<file path="src/hdl/rrds_pkg.sv">
// shared types and constants for the round-robin delay scheduler
// no dependencies
package rrds_pkg;

    localparam int IDX_W  = 5;
    localparam int TICK_W = 32;

    localparam logic [1:0] FUNC_TICK   = 2'd0;
    localparam logic [1:0] FUNC_DELAY  = 2'd1;
    localparam logic [1:0] FUNC_SWITCH = 2'd2;

    typedef struct packed {
        logic [1:0]        func;
        logic [TICK_W-1:0] delay_ticks;
    } item_t;

    typedef struct packed {
        logic [IDX_W-1:0]  running_task;
        logic              switch_request;
        logic [TICK_W-1:0] tick_now;
    } result_t;

    typedef struct packed {
        logic              we;
        logic [IDX_W-1:0]  waddr;
        logic [TICK_W-1:0] wdata;
        logic              re;
        logic [IDX_W-1:0]  raddr;
    } mem_req_t;

    typedef struct packed {
        logic idle;
        logic res_valid;
    } ctrl_status_t;

    typedef enum logic [2:0] {
        ST_IDLE,
        ST_TICK_RD,
        ST_TICK_LAST,
        ST_SWITCH,
        ST_FINISH
    } state_t;

endpackage

</file>
<file path="src/hdl/round_robin_delay_scheduler.sv">
// round-robin delay scheduler, top level with result register
// throughput: one event at a time, set by the walk over the wake time memory
// and the ready flags, one task per cycle
// reset: all tasks ready, tick count zero, task one running
// depends on rrds_pkg, rrds_ctrl, rrds_wake_mem
module round_robin_delay_scheduler
    import rrds_pkg::*;
#(
    parameter int TASK_COUNT = 5
)
(
    input  logic    clk,
    input  logic    rst_n,
    input  logic    item_valid,
    output logic    item_stall,
    input  item_t   item,
    output logic    result_valid,
    input  logic    result_stall,
    output result_t result
);

    ctrl_status_t      status;
    result_t           ctrl_result;
    mem_req_t          mem_req;
    logic [TICK_W-1:0] rdata;
    logic              out_free;
    logic              valid_reg;
    result_t           result_reg;

    assign out_free   = !valid_reg || !result_stall;
    assign item_stall = !status.idle;

    rrds_ctrl #(
        .TASK_COUNT (TASK_COUNT)
    ) u_ctrl (
        .clk      (clk),
        .rst_n    (rst_n),
        .start    (item_valid && status.idle),
        .item     (item),
        .out_free (out_free),
        .status   (status),
        .result   (ctrl_result),
        .mem_req  (mem_req),
        .rdata    (rdata)
    );

    rrds_wake_mem #(
        .DEPTH (TASK_COUNT)
    ) u_mem (
        .clk   (clk),
        .req   (mem_req),
        .rdata (rdata)
    );

    always_ff @(posedge clk or negedge rst_n)
    begin
        if (!rst_n)
        begin
            valid_reg <= 1'b0;
        end
        else if (status.res_valid)
        begin
            valid_reg <= 1'b1;
        end
        else if (!result_stall)
        begin
            valid_reg <= 1'b0;
        end
    end

    always_ff @(posedge clk)
    begin
        if (status.res_valid)
        begin
            result_reg <= ctrl_result;
        end
    end

    assign result_valid = valid_reg;
    assign result       = result_reg;

endmodule

</file>
<file path="src/hdl/rrds_wake_mem.sv">
// wake time memory, one write port and one registered read port
// depends on rrds_pkg
module rrds_wake_mem
    import rrds_pkg::*;
#(
    parameter int DEPTH = 5
)
(
    input  logic              clk,
    input  mem_req_t          req,
    output logic [TICK_W-1:0] rdata
);

    localparam int AW = (DEPTH > 1) ? $clog2(DEPTH) : 1;

    logic [TICK_W-1:0] mem [DEPTH];
    logic [TICK_W-1:0] rdata_reg;

    always_ff @(posedge clk)
    begin
        if (req.we)
        begin
            mem[req.waddr[AW-1:0]] <= req.wdata;
        end
        if (req.re)
        begin
            rdata_reg <= mem[req.raddr[AW-1:0]];
        end
    end

    assign rdata = rdata_reg;

endmodule

</file>
<file path="src/hdl/rrds_ctrl.sv">
// event sequencer: ready flags, tick count, current task, table walks
// depends on rrds_pkg and the wake time memory read data
module rrds_ctrl
    import rrds_pkg::*;
#(
    parameter int TASK_COUNT = 5
)
(
    input  logic              clk,
    input  logic              rst_n,
    input  logic              start,
    input  item_t             item,
    input  logic              out_free,
    output ctrl_status_t      status,
    output result_t           result,
    output mem_req_t          mem_req,
    input  logic [TICK_W-1:0] rdata
);

    localparam int IW = $clog2(TASK_COUNT);
    localparam int SW = $clog2(TASK_COUNT + 1);

    state_t            state_reg, state_next;
    logic [TASK_COUNT-1:0] rdy_reg, rdy_next;
    logic [TICK_W-1:0] count_reg, count_next;
    logic [IW-1:0]     cur_reg, cur_next;
    logic [IW-1:0]     idx_reg, idx_next;
    logic [IW-1:0]     cmp_idx_reg, cmp_idx_next;
    logic              cmp_valid_reg, cmp_valid_next;
    logic [SW-1:0]     step_reg, step_next;
    logic              req_reg, req_next;
    logic [IW-1:0]     cur_inc;
    logic [IW-1:0]     idx_inc;

    always_ff @(posedge clk or negedge rst_n)
    begin
        if (!rst_n)
        begin
            state_reg     <= ST_IDLE;
            rdy_reg       <= '1;
            count_reg     <= '0;
            cur_reg       <= IW'(1);
            cmp_valid_reg <= 1'b0;
        end
        else
        begin
            state_reg     <= state_next;
            rdy_reg       <= rdy_next;
            count_reg     <= count_next;
            cur_reg       <= cur_next;
            cmp_valid_reg <= cmp_valid_next;
        end
    end

    always_ff @(posedge clk)
    begin
        idx_reg     <= idx_next;
        cmp_idx_reg <= cmp_idx_next;
        step_reg    <= step_next;
        req_reg     <= req_next;
    end

    assign cur_inc = (cur_reg == IW'(TASK_COUNT - 1)) ? '0 : cur_reg + 1'b1;
    assign idx_inc = (idx_reg == IW'(TASK_COUNT - 1)) ? '0 : idx_reg + 1'b1;

    always_comb
    begin
        state_next     = state_reg;
        rdy_next       = rdy_reg;
        count_next     = count_reg;
        cur_next       = cur_reg;
        idx_next       = idx_reg;
        cmp_idx_next   = cmp_idx_reg;
        cmp_valid_next = 1'b0;
        step_next      = step_reg;
        req_next       = req_reg;
        mem_req        = '0;
        status.idle      = 1'b0;
        status.res_valid = 1'b0;

        // wake check of the entry read in the previous cycle
        if (cmp_valid_reg && !rdy_reg[cmp_idx_reg] && rdata == count_reg)
        begin
            rdy_next[cmp_idx_reg] = 1'b1;
        end

        case (state_reg)
            ST_IDLE:
            begin
                status.idle = 1'b1;
                if (start)
                begin
                    req_next = 1'b0;
                    case (item.func)
                        FUNC_TICK:
                        begin
                            count_next = count_reg + 1'b1;
                            idx_next   = IW'(1);
                            req_next   = 1'b1;
                            state_next = ST_TICK_RD;
                        end
                        FUNC_DELAY:
                        begin
                            if (cur_reg != '0)
                            begin
                                mem_req.we        = 1'b1;
                                mem_req.waddr     = IDX_W'(cur_reg);
                                mem_req.wdata     = count_reg + item.delay_ticks;
                                rdy_next[cur_reg] = 1'b0;
                                req_next          = 1'b1;
                            end
                            state_next = ST_FINISH;
                        end
                        FUNC_SWITCH:
                        begin
                            idx_next   = cur_inc;
                            step_next  = SW'(1);
                            state_next = ST_SWITCH;
                        end
                        default:
                        begin
                            state_next = ST_FINISH;
                        end
                    endcase
                end
            end
            ST_TICK_RD:
            begin
                mem_req.re     = 1'b1;
                mem_req.raddr  = IDX_W'(idx_reg);
                cmp_valid_next = 1'b1;
                cmp_idx_next   = idx_reg;
                if (idx_reg == IW'(TASK_COUNT - 1))
                begin
                    state_next = ST_TICK_LAST;
                end
                else
                begin
                    idx_next = idx_inc;
                end
            end
            ST_TICK_LAST:
            begin
                state_next = ST_FINISH;
            end
            ST_SWITCH:
            begin
                if (idx_reg != '0 && rdy_reg[idx_reg])
                begin
                    cur_next   = idx_reg;
                    state_next = ST_FINISH;
                end
                else if (step_reg == SW'(TASK_COUNT))
                begin
                    cur_next   = '0;
                    state_next = ST_FINISH;
                end
                else
                begin
                    idx_next  = idx_inc;
                    step_next = step_reg + 1'b1;
                end
            end
            ST_FINISH:
            begin
                if (out_free)
                begin
                    status.res_valid = 1'b1;
                    state_next       = ST_IDLE;
                end
            end
            default:
            begin
                state_next = ST_IDLE;
            end
        endcase
    end

    assign result.running_task   = IDX_W'(cur_reg);
    assign result.switch_request = req_reg;
    assign result.tick_now       = count_reg;

endmodule
</file>
<file path="config.mk">
export PLATFORM = sky130hd
export DESIGN_NAME = round_robin_delay_scheduler
export DESIGN_NICKNAME = d
export VERILOG_FILES = /design/src/hdl/rrds_pkg.sv /design/src/hdl/round_robin_delay_scheduler.sv /design/src/hdl/rrds_wake_mem.sv /design/src/hdl/rrds_ctrl.sv
export SDC_FILE = /design/constraint.sdc
export NUM_CORES = 1
export LEC_CHECK = 0
export BUFFER_PORTS_ARGS = -buffer_cell sky130_fd_sc_hd__buf_2
export CAP_MARGIN = 20
export CORE_MARGIN = 3
export CORE_UTILIZATION = 45
export DETAILED_ROUTE_END_ITERATION = 16
export SYNTH_ARGS = -nofsm -noshare
export SYNTH_HDL_FRONTEND = slang
export SYNTH_SLANG_ARGS = --single-unit
</file>
<file path="constraint.sdc">
create_clock -name clk -period 8.79 [get_ports clk]
set_input_delay 0.4395 -clock clk [delete_from_list [all_inputs] [get_ports clk]]
set_output_delay 0.4395 -clock clk [all_outputs]
set_load 0.02 [all_outputs]
</file>
==> results by group, run 1 <==
Status
  – Status: complete, no violations

Logic synthesis
  – Netlist cell types: 62
  – Synth Register Bits: 283
  – Synth area leaders: edfxtp_1 (54%), dfrtp_1 (7.4%), xnor2_1 (4.0%)
  – Post-Syn Area: 0.0132 mm^2
  – Synth Warn #: 0
  – Syn Inst Count: 1,088
  – Xor/xnor cell area share of the yosys netlist: 0.0564
  – Main combinational cell family by area after synthesis: simple AND/OR/NAND/NOR gates
  – Simple-Gate Fraction of Synth Area: 0.137
  – Share of the synthesized area in the top cell type: 0.542
  – Post-synthesis compound-gate area fraction: 0.0863
  – Mux cell area share after synthesis: 0.0318
  – Adder-cell share of the synthesized area: 0.0375
  – Sequential share of the synthesized area: 0.628
  – Avg Cell Area, Syn: 12.1 um^2
  – Synth Flop Type: edfxtp_1
  – Async SR Flop Fraction: 0.159
  – Post-synth EDFFs: 238
  – Yosys top cell by area: edfxtp_1

Worst hold path
  – Hold Path Class: input port to flop

Timing
  – Fin Clk Skew: 0.0198 ns
  – Fin. Hold Viols: 0
  – Rel. slew slack: 0.434
  – Final min period: 3.39 ns
  – TNS Setup: 0 ns
  – Final setup viols: 0
  – Max Freq: 0.295 GHz
  – RSZ-0062 raised after global routing: no
  – Worst Tran Pin Value: 0.850 ns
  – Final Max Tran Viols: 0
  – Fin crit share: 0.386

Detailed routing
  – Wl on met1: 15,300 um
  – DR WL/cell: 20.5 um
  – First DRT Iteration DRCs: 663
  – Vias per cell: 5.51
  – Vias: 8,646
  – Post-Route WL: 32,100 um
  – # DRC: 0
  – WL met2: 14,300 um
  – Met3 wire length: 1980 um
  – Antenna Nets Post-Route: 0
  – First-pass DRT Iterations: 5
  – Highest metal used: met5

GRT
  – Largest net degree at the start of global routing: 65
  – Gr usage total: 0.204
  – Vias in the first global route: 8,131
  – First-pass GRT wire length: 48,900 um
  – Antenna violations before repair: 1
  – Total congestion overflow: 0

Floorplan
  – Site Rows: 62
  – Io pins: 78
  – Die Span Y: 177 um
  – Total die area: 0.0314 mm^2
  – Initial Util: 0.458
  – DIE WIDTH: 177 um
  – Core Box Area: 0.0288 mm^2

CTS
  – CTS tree: done
  – Cts bufs inserted: 29
  – CTS Buffer Depth: 3
  – Worst skew pair latency: 0.56 ns
  – Clk slew on worst S/H paths: 0.06 ns
  – H-tree depth: 1
  – Root buf cell: clkbuf_16
  – CTS-repair resized insts: 0
  – Sinks on Clock Net: 283

Power and ir drop
  – Sequential power share: 0.445
  – Switch Pwr: 1.43 mW
  – Clock power frac: 0.295
  – Switching share of power: 0.331
  – Worst IR Drop VDD: 173 uV
  – PwrDens: 287 mW/mm^2
  – P_leak: 5.87 nW
  – Comb power frac: 0.260
  – Pint: 2.89 mW

Worst setup path
  – Internal reg-to-reg setup slack: 5.40 ns
  – CP required: 9.07 ns
  – Crit path kind: flop to flop
  – CP endpoint kind: flop
  – Arrival time worst endpoint: 3.67 ns
  – Startpoint types: flop
  – Max FO, Critical Path: 6

Cells and area
  – Commonest non-fill, non-tap cell in the layout: edfxtp_1
  – Share of layout cells above drive strength 1: 0.156
  – Area delta synth->final: 13.9%
  – Ant diodes: 0
  – Most frequent cells in the layout: edfxtp_1 (238), nand2_1 (138), nor2_1 (87)
  – Largest register FFs: 160
  – Core Util, Final: 0.522
  – Fillcell total: 2,507
  – Nets: 1,239
  – Register area: 0.00828 mm^2
  – Multi-input logic area: 0.00465 mm^2

Placed design
  – GPL Wtd Cong: 0.907
  – DP HPWL: 21,700 um
  – Port-buffer cells: 75

Run
  – Max-cap viol count: 0
-- power groups by stage --
stage | Sequential, mW | Combinational [mW] | Clock, mW
after floorplan | 1.87 | 0.777 | 0
after global placement | 1.94 | 1.12 | 0
after detailed placement | 1.94 | 1.13 | 0
after CTS | 1.92 | 1.13 | 1.30
after global routing | 1.93 | 1.25 | 1.35
final | 1.92 | 1.12 | 1.27
-- repair_timing --
item / 4_1_cts / 5_1_grt
hold buffers: 1 / 0
buffers inserted: 0 / 0
hold endpoints to repair: 23 / 0
-- area by class of cell --
class                           instances  area share
Tap cell                              384      0.0320
Inverter                               27     0.00674
Multi-Input combinational cell        730       0.310
Timing Repair Buffer                   91      0.0340
Clock buffer                           37      0.0538
Clock inverter                         17      0.0127
Sequential cell                       283       0.551
-- cell families after synthesis --
| family | Yosys count |
|---|---|
| simple gates | 376 |
| mux | 38 |
| fa+ha+maj | 39 |
| compound gates | 190 |
| xor+xnor | 85 |
| flops | 283 |
| other cells | 1 |
| buf+inv | 76 |
-- synthesized netlist by cell type, drive strengths merged, types with 8 or more instances --
master	n
nor3	14
xnor2	61
dfrtp	39
mux2	21
nor2	92
nand4	21
and3	21
nand3	39
edfxtp	238
a21oi	46
ha	38
a31oi	24
nand2b	8
o22ai	13
clkbuf	40
nand2	138
xor2	24
buf	9
inv	27
a21o	11
o21ai	62
mux2i	16
-- stage by stage --
stage | worst slack [ns] | instance area [um^2] | instances | power [mW] | hold WS (ns)
finish | 5.40 | 15000 | 1569 | 4.32 | 0.165
global placement | 5.48 | 14000 | 1513 | 3.07 | 0.410
CTS | 5.41 | 15000 | 1568 | 4.35 | 0.150
detailed placement | 5.45 | 14000 | 1513 | 3.07 | 0.405
global route | 5.15 | 15000 | 1569 | 4.53 | 0.192
floorplan | 3.83 | 13200 | 1089 | 2.65 | 0.144
-- path summary, 6_finish.rpt --
check,startpoint,end,depth (start not counted)
setup / recovery,u_ctrl.count_reg[0]$_DFFE_PN0P_,u_mem.mem[4][28]$_DFFE_PP_,10
hold / removal,result_stall,result_valid$_DFFE_PN0P_,3
setup reg to reg,u_ctrl.count_reg[0]$_DFFE_PN0P_,u_mem.mem[4][28]$_DFFE_PP_,10
hold reg to reg,u_ctrl.req_reg$_DFFE_PP_,result[32]$_DFFE_PP_,0
max in group asynchronous,rst_n,u_ctrl.cur_reg[1]$_DFFE_PN0P_,3
min in group asynchronous,rst_n,u_ctrl.count_reg[5]$_DFFE_PN0P_,3
-- metal layers --
metal	vias up	track usage
met5	-	0
met4	2	0.0426
met3	34	0.0245
met2	285	0.319
met1	4183	0.310
li1	4142	-
-- worst max-delay path, cell delays in order, from the launching register on --
cell and delay [ns]:
dfrtp_1 0.51, ha_1 0.29, inv_1 0.08, fa_1 0.19
nand2b_1 0.14, a21oi_1 0.11, o41a_1 0.44, a221o_1 0.38
a221oi_1 0.44, o221ai_1 0.19, mux2_2 0.34
Power figures use the tool's default switching activity.
==> inputs of run 2 (changes only) <==
--- a/config.mk
+++ b/config.mk
@@ -5,6 +5,7 @@
 export SDC_FILE = /design/constraint.sdc
 export NUM_CORES = 1
 export LEC_CHECK = 0
+export ABC_AREA = 1
 export BUFFER_PORTS_ARGS = -buffer_cell sky130_fd_sc_hd__buf_2
 export CAP_MARGIN = 20
 export CORE_MARGIN = 3
==> constraint.sdc (replaced) <==
create_clock -name clk -period 3.1 [get_ports clk]
set_input_delay 0.155 -clock clk [delete_from_list [all_inputs] [get_ports clk]]
set_output_delay 0.155 -clock clk [all_outputs]
set_load 0.02 [all_outputs]
==> results by group, run 2 <==
Status
  – Status: complete, no violations (unchanged)

Detailed routing
  – Post-Route WL: 37,600 um (was 32,100 um)
  – Vias per cell: 5.29 (was 5.51)
  – # DRC: 0 (unchanged)
  – Vias: 10,700 (was 8,646)
  – First DRT Iteration DRCs: 1,066 (was 663)
  – Antenna Nets Post-Route: 0 (unchanged)
  – DR WL/cell: 18.6 um (was 20.5 um)
  – First-pass DRT Iterations: 7 (was 5)

Worst setup path
  – CP required: 3.38 ns (was 9.07 ns)
  – CP max-delay cell: dfstp_2 (was dfrtp_1)
  – Bufs and invs on worst path: 4 (was 1)
  – Most used cell, CP: inv_1
  – Arrival time worst endpoint: 3.19 ns (was 3.67 ns)
  – Max FO, Critical Path: 30 (was 6)
  – CP endpoint kind: flop (unchanged)
  – Startpoint types: flop (unchanged)
  – Max stage delay on crit path: 0.58 ns (was 0.51 ns)
  – Crit-path leading delay family: compound AO/OA/AOI/OAI gates (unchanged)
  – Crit path depth: 10 (unchanged)
  – CP cell instances: inv_1 -> ha_1 -> nand2_1 -> inv_1 -> nor3_1 -> nand2_1 -> inv_1 -> buf_4 -> o21ai_0 -> a21oi_1 (was ha_1 -> inv_1 -> fa_1 -> nand2b_1 -> a21oi_1 -> o41a_1 -> a221o_1 -> a221oi_1 -> o221ai_1 -> mux2_2)
  – FF-to-FF path depth: 10 (unchanged)
  – Internal reg-to-reg setup slack: 0.19 ns (was 5.40 ns)
  – Crit path kind: flop to flop (unchanged)

CTS
  – Post-CTS Setup Bufs: 0 (unchanged)
  – H-tree depth: 1 (unchanged)
  – CTS-repair resized insts: 0 (unchanged)
  – Sinks on Clock Net: 283 (unchanged)
  – Worst skew pair latency: 0.56 ns (about the same)
  – CTS tree: done (unchanged)
  – Clk slew on worst S/H paths: 0.06 ns (about the same)
  – CTS Buffer Depth: 3 (unchanged)
  – Cts bufs inserted: 31 (was 29)
  – Root buf cell: clkbuf_16 (unchanged)

Cells and area
  – Share of layout cells above drive strength 1: 0.120 (was 0.156)
  – Final Instance Area: 0.0162 mm^2 (was 0.0150 mm^2)
  – Largest register FFs: 160 (unchanged)
  – Nets: 1,676 (was 1,239)
  – Multi-input logic area: 0.00501 mm^2 (was 0.00465 mm^2)
  – Fin cells: 2,021 (was 1,569)
  – Most frequent cells in the layout: nand2_1 (342), nor2_1 (243), edfxtp_1 (238) (was edfxtp_1 (238), nand2_1 (138), nor2_1 (87))
  – Fillcell total: 2,812 (was 2,507)
  – Commonest non-fill, non-tap cell in the layout: nand2_1 (was edfxtp_1)
  – Register area: 0.00828 mm^2 (unchanged)
  – Area delta synth->final: 14.5% (was 13.9%)

Timing
  – Fin crit share: 0.940 (was 0.386)
  – Setup ws final: 0.185 ns (was 5.40 ns)
  – Max Freq: 0.343 GHz (was 0.295 GHz)
  – Fin Clk Skew: 0.0188 ns (was 0.0198 ns)
  – RSZ-0062 raised after global routing: no (unchanged)
  – Fin. Hold Viols: 0 (unchanged)
  – Worst Tran Pin Value: 0.714 ns (was 0.850 ns)
  – Hold Slack: 0.0171 ns (was 0.165 ns)
  – Final min period: 2.91 ns (was 3.39 ns)
  – Final setup viols: 0 (unchanged)
  – Rel. slew slack: 0.523 (was 0.434)
  – Final Max Tran Viols: 0 (unchanged)

GRT
  – Met2 GRT Util: 0.351 (was 0.319)
  – M1 GR Usage: 0.322 (was 0.310)
  – Busiest grt layer: met2 (unchanged)
  – GRT met3 Usage: 0.0343 (was 0.0245)
  – Vias in the first global route: 10,100 (was 8,131)
  – Gr usage total: 0.225 (was 0.204)
  – First-pass GRT wire length: 57,900 um (was 48,900 um)
  – Antenna violations before repair: 2 (was 1)
  – Largest net degree at the start of global routing: 65 (unchanged)
  – Total congestion overflow: 0 (unchanged)

Logic synthesis
  – Synth Register Bits: 283 (unchanged)
  – Post-synth top cells: nand2_1 (342), nor2_1 (247), edfxtp_1 (238) (was edfxtp_1 (238), nand2_1 (138), nor2_1 (88))
  – Synth Warn #: 0 (unchanged)
  – Share of the synthesized area in the top cell type: 0.506 (was 0.542)
  – Yosys top cell by area: edfxtp_1 (unchanged)
  – Sequential share of the synthesized area: 0.587 (was 0.628)
  – Synth area leaders: edfxtp_1 (51%), nand2_1 (9.1%), dfrtp_1 (6.9%) (was edfxtp_1 (54%), dfrtp_1 (7.4%), xnor2_1 (4.0%))
  – Synth Flop Type: edfxtp_1 (unchanged)
  – Post-Syn Area: 0.0141 mm^2 (was 0.0132 mm^2)
  – Syn Inst Count: 1,503 (was 1,088)
  – Count leader, synth: nand2_1 (was edfxtp_1)
  – Avg Cell Area, Syn: 9.39 um^2 (was 12.1 um^2)
  – Async SR Flop Fraction: 0.159 (unchanged)
  – Post-synth EDFFs: 238 (unchanged)
  – Netlist cell types: 43 (was 62)

Run
  – Max-cap viol count: 0 (unchanged)

Placed design
  – DP HPWL: 26,400 um (was 21,700 um)
  – Placed Instances: 1,958 (was 1,513)
  – Port-buffer cells: 75 (unchanged)
  – Pre-CTS WS: 0.310 ns (was 5.45 ns)
  – Post-DP Area: 0.0151 mm^2 (was 0.0140 mm^2)
  – GPL Wtd Cong: 0.954 (was 0.907)

Power and ir drop
  – Worst IR Drop VDD: 430 uV (was 173 uV)
  – PwrDens: 760 mW/mm^2 (was 287 mW/mm^2)
  – P_leak: 6.87 nW (was 5.87 nW)

Floorplan
  – Io pins: 78 (unchanged)
  – Total die area: 0.0335 mm^2 (was 0.0314 mm^2)
  – DIE WIDTH: 183 um (was 177 um)
  – Site Rows: 64 (was 62)
  – Die Span Y: 183 um (was 177 um)
  – Core Box Area: 0.0307 mm^2 (was 0.0288 mm^2)
  – Initial Util: 0.459 (was 0.458)

Worst hold path
  – Hold Path Class: input port to async pin (was input port to flop)
[run 2: worst paths after layout]
check / end / from
min: u_ctrl.count_reg[10]$_DFFE_PN0P_ / rst_n
min in group clk: u_ctrl.req_reg$_DFFE_PP_ / item[33]
max in group asynchronous: u_ctrl.rdy_reg[4]$_DFF_PN1_ / rst_n
max reg2reg: u_mem.mem[3][11]$_DFFE_PP_ / u_ctrl.cur_reg[0]$_DFFE_PN1P_
min reg2reg: result[32]$_DFFE_PP_ / u_ctrl.req_reg$_DFFE_PP_
max: u_mem.mem[3][11]$_DFFE_PP_ / u_ctrl.cur_reg[0]$_DFFE_PN1P_
[run 2: per-layer routing]
layer  wire length [um]  share of wire  up-vias
li1                   -              -     5184
met1              16900           0.45     5038
met4               1300          0.035        0
met5                  0              0        -
met2              16700           0.44      393
met3               2740          0.073       78
[run 2: cell families (layout without fill, tap and decap cells)]
logic type,Yosys count,after routing,share of synthesized area
DFF,283,283,0.587
and+or+nand+nor,725,725,0.214
adders and majority gates,39,39,0.0351
AOI/OAI and AO/OA,189,189,0.0760
other,1,3,0.000266
xor gates and xnor gates,41,41,0.0254
buffers and inverters,225,345,0.0621
[run 2: area by class of cell]
cell class                      count  share of cell area
Clock inverter                      8             0.00619
Inverter                          189              0.0439
Tap cell                          396              0.0307
Sequential cell                   283               0.512
Antenna cell                        1            0.000155
Timing Repair Buffer               98              0.0406
Clock buffer                       50              0.0562
Multi-Input combinational cell    996               0.310
[run 2: what timing repair did]
| action | in CTS | in global routing |
|---|---|---|
| hold buffers | 3 | 0 |
| endpoints found under the setup margin | 0 | 0 |
| hold endpoints to repair | 41 | 0 |
[run 2: power breakdown]
| part | leakage (nW) | internal [mW] | total [mW] | switching (mW) |
|---|---|---|---|---|
| Combinational | 3.64 | 1.04 | 3.40 | 2.35 |
| Clock | 0.489 | 2.16 | 3.62 | 1.46 |
| Sequential | 2.74 | 4.88 | 5.27 | 0.395 |
[run 2: per-stage QoR]
step | total power, mW | util | TNS, ns
2_1_floorplan | 7.43 | - | -0.198
3_3_place_gp | 8.69 | 0.491 | 0
3_5_place_dp | 8.72 | 0.491 | 0
4_1_cts | 12.4 | 0.525 | 0
5_1_grt | 13.0 | 0.526 | 0
6_report | 12.3 | 0.526 | 0
==> inputs of run 3 (changes only) <==
--- a/config.mk
+++ b/config.mk
@@ -11,6 +11,7 @@
 export CORE_MARGIN = 3
 export CORE_UTILIZATION = 45
 export DETAILED_ROUTE_END_ITERATION = 16
+export HOLD_SLACK_MARGIN = 0.1
 export SYNTH_ARGS = -nofsm -noshare
 export SYNTH_HDL_FRONTEND = slang
 export SYNTH_SLANG_ARGS = --single-unit
==> constraint.sdc (replaced) <==
create_clock -name clk -period 2.8 [get_ports clk]
set_input_delay 0.14 -clock clk [delete_from_list [all_inputs] [get_ports clk]]
set_output_delay 0.14 -clock clk [all_outputs]
set_load 0.02 [all_outputs]
==> results by group, run 3 (synthesized netlist as in run 2, its figures left out) <==
Placed design
  – Pre-CTS WS: 0.355 ns (was 0.310 ns)
  – GPL Wtd Cong: 0.962 (was 0.954)
  – DP HPWL: 27,700 um (was 26,400 um)
  – Port-buffer cells: 75 (unchanged)
  – Post-DP Area: 0.0153 mm^2 (was 0.0151 mm^2)
  – Placed Instances: 1,984 (was 1,958)

Timing
  – Final setup viols: 0 (unchanged)
  – Worst Tran Pin Value: 0.708 ns (was 0.714 ns)
  – Final min period: 2.50 ns (was 2.91 ns)
  – Fin. Hold Viols: 0 (unchanged)
  – Setup ws final: 0.302 ns (was 0.185 ns)
  – RSZ-0062 raised after global routing: no (unchanged)
  – Fin crit share: 0.892 (was 0.940)
  – Final Max Tran Viols: 0 (unchanged)
  – Fin Clk Skew: 0.0126 ns (was 0.0188 ns)
  – Rel. slew slack: 0.526 (was 0.523)
  – Max Freq: 0.400 GHz (was 0.343 GHz)
  – TNS Setup: 0 ns (unchanged)

CTS
  – CTS Buffer Depth: 3 (unchanged)
  – Worst skew pair latency: 0.56 ns (about the same)
  – Root buf cell: clkbuf_16 (unchanged)
  – Clk slew on worst S/H paths: 0.06 ns (about the same)
  – H-tree depth: 1 (unchanged)
  – Cts bufs inserted: 30 (was 31)
  – Sinks on Clock Net: 283 (unchanged)
  – CTS tree: done (unchanged)

Worst setup path
  – Reg-to-reg startpoint: u_ctrl.cur_reg[0]$_DFFE_PN1P_ (unchanged)
  – Crit path kind: flop to flop (unchanged)
  – CP required: 3.07 ns (was 3.38 ns)
  – Startpoint types: flop (unchanged)
  – Worst reg2reg endpoint: u_mem.mem[1][5]$_DFFE_PP_ (was u_mem.mem[3][11]$_DFFE_PP_)
  – CP endpoint kind: flop (unchanged)
  – Arrival time worst endpoint: 2.77 ns (was 3.19 ns)
  – FF-to-FF path depth: 10 (unchanged)
  – Max FO, Critical Path: 30 (unchanged)
  – Internal reg-to-reg setup slack: 0.30 ns (was 0.19 ns)

Power and ir drop
  – P_leak: 7.04 nW (was 6.87 nW)
  – Clock power frac: 0.297 (was 0.295)
  – Worst IR Drop VDD: 475 uV (was 430 uV)
  – Sequential power share: 0.411 (was 0.429)
  – Comb power frac: 0.292 (was 0.276)
  – Pint: 9.08 mW (was 8.09 mW)
  – Switching share of power: 0.348 (was 0.342)
  – Switch Pwr: 4.86 mW (was 4.20 mW)
  – PwrDens: 846 mW/mm^2 (was 760 mW/mm^2)

Floorplan
  – Core Box Area: 0.0307 mm^2 (unchanged)
  – DIE WIDTH: 183 um (unchanged)
  – Die Span Y: 183 um (unchanged)
  – Io pins: 78 (unchanged)
  – Initial Util: 0.459 (unchanged)
  – Site Rows: 64 (unchanged)
  – Total die area: 0.0335 mm^2 (unchanged)

Cells and area
  – Share of layout cells above drive strength 1: 0.137 (was 0.120)
  – Final Instance Area: 0.0165 mm^2 (was 0.0162 mm^2)
  – Fillcell total: 2,754 (was 2,812)
  – Area delta synth->final: 16.7% (was 14.5%)
  – Commonest non-fill, non-tap cell in the layout: nand2_1 (unchanged)
  – Largest register FFs: 160 (unchanged)
  – Ant diodes: 0 (was 1)
  – Multi-input logic area: 0.00501 mm^2 (unchanged)
  – Fin cells: 2,048 (was 2,021)
  – Register area: 0.00828 mm^2 (unchanged)
  – Most frequent cells in the layout: nand2_1 (342), nor2_1 (243), edfxtp_1 (238) (unchanged)
  – Core Util, Final: 0.536 (was 0.526)
  – Nets: 1,705 (was 1,676)

GRT
  – Largest net degree at the start of global routing: 44 (was 65)
  – First-pass GRT wire length: 58,900 um (was 57,900 um)
  – Total congestion overflow: 0 (unchanged)
  – Vias in the first global route: 10,100 (about the same)
  – Gr usage total: 0.230 (was 0.225)
  – Antenna violations before repair: 0 (was 2)

Detailed routing
  – Antenna Nets Post-Route: 0 (unchanged)
  – First DRT Iteration DRCs: 952 (was 1,066)
  – # DRC: 0 (unchanged)
  – Post-Route WL: 38,800 um (was 37,600 um)
  – DR WL/cell: 18.9 um (was 18.6 um)
  – Vias per cell: 5.23 (was 5.29)
  – Vias: 10,700 (about the same)
  – First-pass DRT Iterations: 5 (was 7)

Status
  – Status: complete, no violations (unchanged)

Worst hold path
  – Hold Path Depth: 4
  – Hold endpoint: u_mem.mem[3][31]$_DFFE_PP_
  – Hold Crit Start: item[31]
  – Hold Path Class: input port to flop (was input port to async pin)

Run
  – Max-cap viol count: 0 (unchanged)
[run 3: changes by cell type in the layout (fill, tap and decap cells not counted)]
cell | before | now
clkbuf_1 | 14 | 0
clkinv_2 | 3 | 4
bufinv_16 | 2 | 4
inv_6 | 2 | 3
clkbuf_16 | 32 | 31
buf_4 | 12 | 34
buf_12 | 8 | 11
clkinv_1 | 0 | 5
clkinvlp_4 | 1 | 3
diode_2 | 1 | 0
clkinv_4 | 0 | 5
clkbuf_8 | 4 | 1
dlygate4sd3_1 | 3 | 8
[run 3: repair_timing]
item	4_1_cts	5_1_grt
buffers inserted	0	0
endpoints found under the hold margin	50	0
resized for setup	0	0
hold buffers	8	0
[run 3: worst max path at each step]
stage	end	slack, ns	start	cells after the start
after floorplan	u_mem.mem[4][0]$_DFFE_PP_	0.05	u_ctrl.cur_reg[1]$_DFFE_PN0P_	8
after global placement	u_mem.mem[0][5]$_DFFE_PP_	0.44	u_ctrl.cur_reg[0]$_DFFE_PN1P_	10
after detailed placement	u_mem.mem[4][5]$_DFFE_PP_	0.36	u_ctrl.cur_reg[0]$_DFFE_PN1P_	10
after CTS	u_mem.mem[1][5]$_DFFE_PP_	0.34	u_ctrl.cur_reg[0]$_DFFE_PN1P_	10
after global routing	u_mem.mem[1][5]$_DFFE_PP_	0.09	u_ctrl.cur_reg[0]$_DFFE_PN1P_	10
final	u_mem.mem[1][5]$_DFFE_PP_	0.30	u_ctrl.cur_reg[0]$_DFFE_PN1P_	10
[run 3: cell type report]
cell class | count | share of cell area
clock inverters | 24 | 0.0153
clock buffers | 32 | 0.0479
flip-flops and latches | 283 | 0.503
inverters | 189 | 0.0431
well taps | 396 | 0.0301
multi-input cells | 996 | 0.304
repair buffers | 128 | 0.0565
[run 3: metrics by stage]
step,total power [mW],hold WS (ns)
floorplan,8.23,-0.156
global placement,9.81,0.373
detailed placement,9.84,0.0882
CTS,14.0,0.164
global route,14.6,0.250
finish,13.9,0.183
[run 3: critical path, cell delays in order, from the launching register on]
cell and delay (ns):
dfstp_2 0.58, inv_1 0.07, ha_1 0.20, nand2_1 0.06, inv_1 0.05, nor3_1 0.13, nand2_1 0.15, inv_1 0.16
buf_12 0.20, o21ai_0 0.11, a21oi_1 0.49
[run 3: power by group through the flow]
stage	Sequential (mW)	Combinational [mW]	Clock, mW
final	5.73	4.06	4.14
after CTS	5.73	4.05	4.20
after floorplan	5.87	2.36	0
after global placement	5.80	4.01	0
after global routing	5.79	4.45	4.38
after detailed placement	5.81	4.02	0
[run 3: layer usage]
metal,track usage,vias to the layer above,routed length [um]
met5,0,-,0
met3,0.0238,58,2290
li1,-,5247,-
met1,0.334,5048,17900
met4,0.0573,0,931
met2,0.376,349,17700
